File: config.mk
export PLATFORM = sky130hd
export DESIGN_NAME = anf_shift_register_automaton_core_flat
export DESIGN_NICKNAME = d
export VERILOG_FILES = /design/src/rtl/anfsra_pkg.sv /design/src/rtl/anfsra_if.sv /design/src/rtl/anfsra_cfg_regs.sv /design/src/rtl/anfsra_anf_eval.sv /design/src/rtl/anf_shift_register_automaton_core.sv /design/src/flat_wrapper.sv
export SDC_FILE = /design/constraint.sdc
export NUM_CORES = 1
export LEC_CHECK = 0
export ABC_AREA = 1
export BUFFER_PORTS_ARGS = -buffer_cell sky130_fd_sc_hd__buf_2
export CAP_MARGIN = 20
export CELL_PAD_IN_SITES_DETAIL_PLACEMENT = 1
export CELL_PAD_IN_SITES_GLOBAL_PLACEMENT = 1
export CORE_MARGIN = 8
export CORE_UTILIZATION = 43
export DETAILED_ROUTE_END_ITERATION = 10
export GPL_TIMING_DRIVEN = 0
export PLACE_DENSITY = 0.93
export SLEW_MARGIN = 20
export SYNTH_ARGS = -nofsm -noshare
export SYNTH_HDL_FRONTEND = slang
export SYNTH_HIERARCHICAL = 1
export SYNTH_SLANG_ARGS = --single-unit
File: constraint.sdc
create_clock -name clk -period 2.5 [get_ports clk]
set_input_delay 0.25 -clock clk [delete_from_list [all_inputs] [get_ports clk]]
set_output_delay 0.25 -clock clk [all_outputs]
set_load 0.01 [all_outputs]
File: src/rtl/anfsra_pkg.sv
// Shared constants, types and the monomial table function of the ANF
// shift-register automaton. No dependencies.
package anfsra_pkg;

	// Widths fixed by the item and register formats
	localparam int unsigned STATE_W        = 5;
	localparam int unsigned MAX_STATE_BITS = 5;
	localparam int unsigned MAX_VARS       = MAX_STATE_BITS + 1;
	localparam int unsigned COEFF_W        = 64;
	localparam int unsigned CFG_IDX_W      = 2;
	localparam int unsigned CFG_DATA_W     = 64;
	localparam int unsigned DEF_STATE_BITS = 5;

	// Configuration register indexes
	localparam logic [CFG_IDX_W-1:0] CFG_FEEDBACK = 2'd0;
	localparam logic [CFG_IDX_W-1:0] CFG_OUTPUT   = 2'd1;
	localparam logic [CFG_IDX_W-1:0] CFG_START    = 2'd2;

	// Configuration seen by the datapath
	typedef struct packed {
		logic [COEFF_W-1:0] feedback;
		logic [COEFF_W-1:0] out_coeffs;
		logic               start_load;
		logic [STATE_W-1:0] start_value;
	} cfg_t;

	// Variable set of monomial idx over var_count variables. Order: the constant,
	// then subsets by size, each size in lexicographic order of sorted indexes.
	// Within one size, lexicographic order equals descending order of the
	// bit-reversed mask, so sweep v downward and reverse it.
	function automatic logic [MAX_VARS-1:0] mono_mask(input int unsigned var_count,
			input int unsigned idx);
		int unsigned pos;
		int unsigned ones;
		logic [MAX_VARS-1:0] res;
		logic [MAX_VARS-1:0] m;
		pos = 1;
		res = '0;
		for (int r = 1; r <= MAX_VARS; r++) begin
			for (int v = (1 << MAX_VARS) - 1; v >= 0; v--) begin
				if (r <= var_count && v < (1 << var_count)) begin
					m = '0;
					for (int k = 0; k < MAX_VARS; k++) begin
						if (k < var_count) begin
							m[k] = v[var_count - 1 - k];
						end
					end
					ones = $countones(m);
					if (ones == r) begin
						if (pos == idx) begin
							res = m;
						end
						pos++;
					end
				end
			end
		end
		return res;
	endfunction

endpackage

File: src/rtl/anfsra_if.sv
// Valid/ready channel interfaces of the ANF shift-register automaton.
// Depends on anfsra_pkg.

// Input item: one input symbol
interface anfsra_in_if;
	logic valid;
	logic ready;
	logic in_bit;
	modport source (output valid, output in_bit, input ready);
	modport sink (input valid, input in_bit, output ready);
endinterface

// Result item: output symbol and the state after the step
interface anfsra_out_if;
	logic                          valid;
	logic                          ready;
	logic                          out_bit;
	logic [anfsra_pkg::STATE_W-1:0] next_state;
	modport source (output valid, output out_bit, output next_state, input ready);
	modport sink (input valid, input out_bit, input next_state, output ready);
endinterface

// Configuration write channel
interface anfsra_cfg_if;
	logic                             valid;
	logic                             ready;
	logic [anfsra_pkg::CFG_IDX_W-1:0]  index;
	logic [anfsra_pkg::CFG_DATA_W-1:0] data;
	modport source (output valid, output index, output data, input ready);
	modport sink (input valid, input index, input data, output ready);
endinterface

File: src/rtl/anfsra_cfg_regs.sv
// Configuration register file: both coefficient vectors and the start state.
// Depends on anfsra_pkg and anfsra_cfg_if.
module anfsra_cfg_regs (
	input  logic               clk,
	input  logic               arst_n,
	anfsra_cfg_if.sink         cfg,
	output anfsra_pkg::cfg_t   cfg_o
);
	import anfsra_pkg::*;

	logic               wr;
	logic [COEFF_W-1:0] feedback_q;
	logic [COEFF_W-1:0] out_coeffs_q;
	logic [STATE_W-1:0] start_q;

	// Always take a write; unknown indexes drop
	assign cfg.ready = 1'b1;
	assign wr        = cfg.valid & cfg.ready;

	// Hold register contents between writes
	always_ff @(posedge clk or negedge arst_n) begin
		if (!arst_n) begin
			feedback_q   <= '0;
			out_coeffs_q <= '0;
			start_q      <= '0;
		end else if (wr) begin
			unique case (cfg.index)
				CFG_FEEDBACK: feedback_q   <= cfg.data;
				CFG_OUTPUT:   out_coeffs_q <= cfg.data;
				CFG_START:    start_q      <= cfg.data[STATE_W-1:0];
				default: ;
			endcase
		end
	end

	// Pass the start value straight through so the state loads with the write
	always_comb begin
		cfg_o.feedback    = feedback_q;
		cfg_o.out_coeffs  = out_coeffs_q;
		cfg_o.start_load  = wr && (cfg.index == CFG_START);
		cfg_o.start_value = cfg_o.start_load ? cfg.data[STATE_W-1:0] : start_q;
	end

endmodule

File: src/rtl/anfsra_anf_eval.sv
// Combinational evaluation of one algebraic normal form polynomial.
// Depends on anfsra_pkg for the monomial ordering.
module anfsra_anf_eval #(
	parameter int unsigned VARS = anfsra_pkg::DEF_STATE_BITS + 1
) (
	input  logic [(1 << VARS)-1:0] coeffs,
	input  logic [VARS-1:0]        vars,
	output logic                   value
);
	import anfsra_pkg::*;

	localparam int unsigned MONO_N = 1 << VARS;

	logic [MONO_N-1:0] terms;

	// Select each monomial whose variables are all set
	for (genvar i = 0; i < MONO_N; i++) begin : g_mono
		localparam logic [VARS-1:0] MASK = VARS'(mono_mask(VARS, i));
		assign terms[i] = coeffs[i] & ((vars & MASK) == MASK);
	end

	// Sum over GF(2)
	assign value = ^terms;

endmodule

File: src/rtl/anf_shift_register_automaton_core.sv
// Top level of the ANF shift-register automaton: input register, two ANF
// evaluators, state register and result register. Depends on anfsra_pkg,
// anfsra_if, anfsra_cfg_regs and anfsra_anf_eval.
//
//   channel  dir  payload                  transaction
//   cfg      in   index[1:0], data[63:0]   valid & ready, ready always high
//   din      in   in_bit                   valid & ready
//   dout     out  out_bit, next_state[4:0] valid & ready
//
// One item per cycle sustained while dout is ready; an item's result passes
// from its din transaction through the input register and then the result
// register before it is valid on dout.
// The state register closes a loop through the feedback evaluator.
// Reset clears the configuration, the state and the valid flags, so the state
// starts at zero; a start_state write loads the state at once.
// A stalled dout holds its result; din keeps taking one more item into the
// input register, then drops ready until dout drains.
module anf_shift_register_automaton_core #(
	parameter int unsigned STATE_BITS = anfsra_pkg::DEF_STATE_BITS
) (
	input  logic         clk,
	input  logic         arst_n,
	anfsra_cfg_if.sink   cfg,
	anfsra_in_if.sink    din,
	anfsra_out_if.source dout
);
	import anfsra_pkg::*;

	localparam int unsigned VARS   = STATE_BITS + 1;
	localparam int unsigned MONO_N = 1 << VARS;

	cfg_t                  cfg_s;
	logic                  valid_s1;
	logic                  in_bit_s1;
	logic                  valid_s2;
	logic                  out_bit_s2;
	logic [STATE_W-1:0]    next_state_s2;
	logic [STATE_BITS-1:0] state_q;
	logic [STATE_BITS-1:0] nxt;
	logic [VARS-1:0]       vars;
	logic                  phi;
	logic                  psi;
	logic                  advance;

	anfsra_cfg_regs u_cfg (
		.clk    (clk),
		.arst_n (arst_n),
		.cfg    (cfg),
		.cfg_o  (cfg_s)
	);

	// Step handshake: move s1 into the result register when it is free
	assign advance   = valid_s1 & (~valid_s2 | dout.ready);
	assign din.ready = ~valid_s1 | advance;

	// Evaluate both polynomials on the current state and input
	assign vars = {in_bit_s1, state_q};

	anfsra_anf_eval #(.VARS(VARS)) u_phi (
		.coeffs (cfg_s.feedback[MONO_N-1:0]),
		.vars   (vars),
		.value  (phi)
	);

	anfsra_anf_eval #(.VARS(VARS)) u_psi (
		.coeffs (cfg_s.out_coeffs[MONO_N-1:0]),
		.vars   (vars),
		.value  (psi)
	);

	// Shift feedback in at the top, drop s0
	always_comb begin
		nxt             = state_q >> 1;
		nxt[STATE_BITS-1] = phi;
	end

	// Track stage occupancy
	always_ff @(posedge clk or negedge arst_n) begin
		if (!arst_n) begin
			valid_s1 <= 1'b0;
			valid_s2 <= 1'b0;
		end else begin
			if (din.ready) begin
				valid_s1 <= din.valid;
			end
			if (advance) begin
				valid_s2 <= 1'b1;
			end else if (dout.ready) begin
				valid_s2 <= 1'b0;
			end
		end
	end

	// Capture payloads
	always_ff @(posedge clk) begin
		if (din.valid && din.ready) begin
			in_bit_s1 <= din.in_bit;
		end
		if (advance) begin
			out_bit_s2    <= psi;
			next_state_s2 <= STATE_W'(nxt);
		end
	end

	// Advance the automaton state, or restart it from the configured start
	always_ff @(posedge clk or negedge arst_n) begin
		if (!arst_n) begin
			state_q <= '0;
		end else if (cfg_s.start_load) begin
			state_q <= cfg_s.start_value[STATE_BITS-1:0];
		end else if (advance) begin
			state_q <= nxt;
		end
	end

	assign dout.valid      = valid_s2;
	assign dout.out_bit    = out_bit_s2;
	assign dout.next_state = next_state_s2;

	// Reported state tracks the state register after each step
	a_step_state: assert property (@(posedge clk) disable iff (!arst_n)
		advance && !cfg_s.start_load |=> valid_s2 && next_state_s2 == STATE_W'(state_q))
		else $error("result state differs from state register");

	// A start write restarts the state from the written value
	a_start_load: assert property (@(posedge clk) disable iff (!arst_n)
		cfg_s.start_load |=> state_q == $past(cfg_s.start_value[STATE_BITS-1:0]))
		else $error("start state not loaded");

	// An accepted input lands in the input register
	a_in_capture: assert property (@(posedge clk) disable iff (!arst_n)
		din.valid && din.ready |=> valid_s1 && in_bit_s1 == $past(din.in_bit))
		else $error("input transaction not captured");

	// A blocked input stage keeps its item
	a_s1_hold: assert property (@(posedge clk) disable iff (!arst_n)
		valid_s1 && !advance |=> valid_s1 && $stable(in_bit_s1))
		else $error("stalled input item lost");

endmodule
File: src/flat_wrapper.sv
// flat-port wrapper written by rule: the top's interface ports become plain ports
module anf_shift_register_automaton_core_flat import anfsra_pkg::*;
#(
	parameter int unsigned STATE_BITS = anfsra_pkg::DEF_STATE_BITS
)
  (clk, arst_n, cfg_valid, cfg_index, cfg_data, cfg_ready, din_valid, din_in_bit, din_ready, dout_valid, dout_out_bit, dout_next_state, dout_ready);
  anfsra_cfg_if cfg_i ();
  anfsra_in_if din_i ();
  anfsra_out_if dout_i ();
  input  logic clk;
  input  logic arst_n;
  input wire logic [$bits(cfg_i.valid)-1:0] cfg_valid;
  input wire logic [$bits(cfg_i.index)-1:0] cfg_index;
  input wire logic [$bits(cfg_i.data)-1:0] cfg_data;
  output wire logic [$bits(cfg_i.ready)-1:0] cfg_ready;
  input wire logic [$bits(din_i.valid)-1:0] din_valid;
  input wire logic [$bits(din_i.in_bit)-1:0] din_in_bit;
  output wire logic [$bits(din_i.ready)-1:0] din_ready;
  output wire logic [$bits(dout_i.valid)-1:0] dout_valid;
  output wire logic [$bits(dout_i.out_bit)-1:0] dout_out_bit;
  output wire logic [$bits(dout_i.next_state)-1:0] dout_next_state;
  input wire logic [$bits(dout_i.ready)-1:0] dout_ready;
  assign cfg_i.valid = cfg_valid;
  assign cfg_i.index = cfg_index;
  assign cfg_i.data = cfg_data;
  assign cfg_ready = cfg_i.ready;
  assign din_i.valid = din_valid;
  assign din_i.in_bit = din_in_bit;
  assign din_ready = din_i.ready;
  assign dout_valid = dout_i.valid;
  assign dout_out_bit = dout_i.out_bit;
  assign dout_next_state = dout_i.next_state;
  assign dout_i.ready = dout_ready;
  anf_shift_register_automaton_core #(.STATE_BITS(STATE_BITS)) u_core (.clk(clk), .arst_n(arst_n), .cfg(cfg_i), .din(din_i), .dout(dout_i));
endmodule
==> run summary <==
min-delay src: din_valid
clk sinks: 147
status: completed
IO buf count: 77
row count: 56
CP Cell Sequence: buf_8 -> buf_4 -> nand2_1 -> nor2_2 -> nand2_1 -> nand2_1 -> nand2_1 -> nand2_2 -> buf_4 -> nand2_1 -> nand2_1 -> nand2_1 -> nand2_1 -> nand2_1 -> nand2_2 -> nand3_2 -> nand2_4 -> nand2_2 -> nand2_1 -> nand2_1 -> nand2_1
Synth Net Count: 1753
Fillers: 3184
most common cell after layout, fill and taps aside: nand2_1
Syn Area/Cell: 6.049 um^2
Crit Path Max Fanout: 6
Layout area overhead: 21.29%
DRT antenna net count: 0
Power Dens Cells: 825.4 nW/um^2
clk_skew: 7.792 ps
die area: 28830 um^2
Worst R2R Path Depth: 21
CP Data Required Time: 2850 ps
Worst EP arrival: 2840 ps
io pins: 81
Setup Crit Path Kind: flop to flop
TritonRoute pass-1 iters: 6
DRT Wirelength: 42950 um
final hold slack: 65.17 ps
worst IR drop on VDD: 0.5512 mV
Synth Register Bits: 147
total track usage: 27.98%
Seq/Total Area, Yosys: 36.52%
r2r endpoint: u_core/state_q[4]$_DFFE_PN0P_
worst reg-to-reg setup slack: 20 ps
RSZ-0062 raised after global routing: yes
yosys warns: 6
# Max-Cap Violations: 0
r2r startpoint: u_core/state_q[4]$_DFFE_PN0P_
layout cells sized above 1: 18.18%
WHS Endpoint: u_core/valid_s1$_DFFE_PN0P_
Leak: 6.823 nW
first-pass GRT wire length: 63360 um
post-route minimum period: 2485 ps
Critical Path Slowest Stage Cell: dfrtp_2
root buffer cell: clkbuf_16
HPWL Detailed: 30100 um
Slew @ Worst Pin: 512.1 ps
Util after Layout: 52.86%
TritonCTS clock tree: done
endpoints failing setup: 0
Diodes inserted: 0
Reg clk slew, reported paths: 60 ps
largest net degree at the start of global routing: 89
commonest cells after routing, fill and taps aside: nand2_1 (855), nand3_1 (184), dfrtp_1 (135)
worst skew pair latency: 430 ps
CP bufs+invs: 3
maximum clock rate: 402.4 MHz
CP endpoint kind: flop
Core ar.: 23330 um^2
Synth Cell Area: 10170 um^2
Die H: 169.8 um
DRC Markers: 0
fin. max-slew vios: 0
wire length per cell: 20.07 um
Worst path max stage delay: 540 ps
htree depth: 4
die width: 169.8 um
max_slew headroom: 65.86%
Cell variety after synth: 21
final hold vios: 0
vias per cell: 5.749
nets@finish: 1880
clock buffer count from CTS: 17
CP most frequent cell: nand2_1
Tcrit/Tclk final: 99.39%
CTS Buffer Depth: 2
cells after synthesis: 1681
RePlAce Congestion: 0.9630
WP depth: 21
Vias: 12300
violation count after the first detailed-route iteration: 1094
largest delay contributor family on the critical path: simple AND/OR/NAND/NOR gates
CP Launch Type: flop
Congestion Overflow GR: 0
initial antenna violation count: 1
vias in the first global route: 12360
Initial Util: 43.58%
hold depth: 3
worst hold path type: input port to flop
==> synth_stat cells <==
cell type    n  area (um^2)
inv_1      140        525.5
nand2_1    908         3408
clkbuf_2     2        10.01
o21ai_0     12        60.06
conb_1       1        3.750
nor2_1      98        367.9
nand3_2      1        10.01
clkbuf_1     6        22.52
buf_2       41        205.2
xor2_1       4        35.03
nand2_2      9        56.30
a21oi_1      2        10.01
nor2_2       3        18.77
buf_4       24        180.2
inv_2        1        3.750
xnor2_1      4        35.03
edfxtp_1     7        210.2
nand3_1    197        986.0
buf_6        2        22.52
dfrtp_1    140         3503
nand4_1     79        494.2
==> how the worst max path moves through the flow <==
stage                                  startpoint                                  end  slack, ps
floorplan           u_core/state_q[3]$_DFFE_PN0P_        u_core/state_q[4]$_DFFE_PN0P_        490
global placement                           arst_n  u_core/u_cfg/start_q[1]$_DFFE_PN0P_       -790
detailed placement  u_core/state_q[3]$_DFFE_PN0P_        u_core/state_q[4]$_DFFE_PN0P_       -550
CTS                 u_core/state_q[2]$_DFFE_PN0P_        u_core/state_q[4]$_DFFE_PN0P_        -20
global route        u_core/state_q[4]$_DFFE_PN0P_        u_core/state_q[4]$_DFFE_PN0P_       -140
finish              u_core/state_q[4]$_DFFE_PN0P_        u_core/state_q[4]$_DFFE_PN0P_         20
==> logic make-up after synthesis <==
kind of cell / after synthesis / share of synthesized area (%)
simple gates: 1295 / 52.53
buf+inv: 216 / 9.536
flops: 147 / 36.52
compound gates: 14 / 0.6891
xor+xnor: 8 / 0.6890
other cells: 1 / 0.03688
==> state kept, by name, summed over array words and instances, names as in the netlist <==
register / count
u_core/u_cfg/out_coeffs_q: 64
u_core/dout.valid: 1
u_core/dout.next_state: 5
u_core/u_cfg/feedback_q: 64
u_core/valid_s1: 1
u_core/state_q: 5
u_core/dout.out_bit: 1
u_core/in_bit_s1: 1
u_core/u_cfg/start_q: 5
==> report_power, final <==
part | switching [mW] | total [mW] | leakage [nW] | internal (mW)
combinational | 2.98 | 4.51 | 4.77 | 1.53
clock | 1.11 | 2.38 | 0.239 | 1.27
sequential | 0.433 | 3.29 | 1.81 | 2.86
==> what timing repair did <==
item	in CTS	in global routing
endpoints found under the setup margin	3	3
cloned	0	1
endpoints found under the hold margin	53	0
setup buffers	6	21
hold buffers	2	0
pin swaps	0	28
resized for setup	26	165
==> layout make-up <==
| cell class | instances | area (um^2) | share of cell area, % |
|---|---|---|---|
| inverter | 141 | 538.0 | 4.362 |
| tap | 319 | 399.1 | 3.236 |
| clock buffer | 17 | 425.4 | 3.449 |
| timing repair buffer | 108 | 719.4 | 5.833 |
| buffer | 75 | 576.8 | 4.677 |
| sequential | 147 | 3722 | 30.18 |
| clock inverter | 15 | 112.6 | 0.9131 |
| multi-input combinational | 1318 | 5839 | 47.35 |
==> worst reg2reg max path: stages (launching register included) <==
cell	delay (ps)
dfrtp_2	540
buf_8	180
buf_4	120
nand2_1	90
nor2_2	200
nand2_1	100
nand2_1	90
nand2_1	70
nand2_2	90
buf_4	110
nand2_1	40
nand2_1	50
nand2_1	70
nand2_1	60
nand2_1	60
nand2_2	70
nand3_2	90
nand2_4	120
nand2_2	60
nand2_1	50
nand2_1	60
nand2_1	90
==> per-stage QoR <==
step	power, mW	TNS (ps)	worst slack [ps]	area [um^2]	cells
2_1_floorplan	5.390	0	492.0	10170	1681
3_3_place_gp	6.457	-109050	-787.0	10950	2077
3_5_place_dp	6.662	-1283	-552.8	10990	2078
4_1_cts	9.262	-20.56	-20.56	11670	2118
5_1_grt	10.74	-159.9	-136.5	12330	2140
6_report	10.18	0	15.19	12330	2140
==> metal layers <==
metal / wire length [um] / GRT usage, % / up-vias
li1: - / - / 5515
met1: 16700 / 33.95 / 6027
met2: 21000 / 48.51 / 610
met3: 3606 / 5.815 / 149
met4: 1635 / 9.581 / 2
met5: 13 / 0 / -
(Power assumes the default switching activity.)
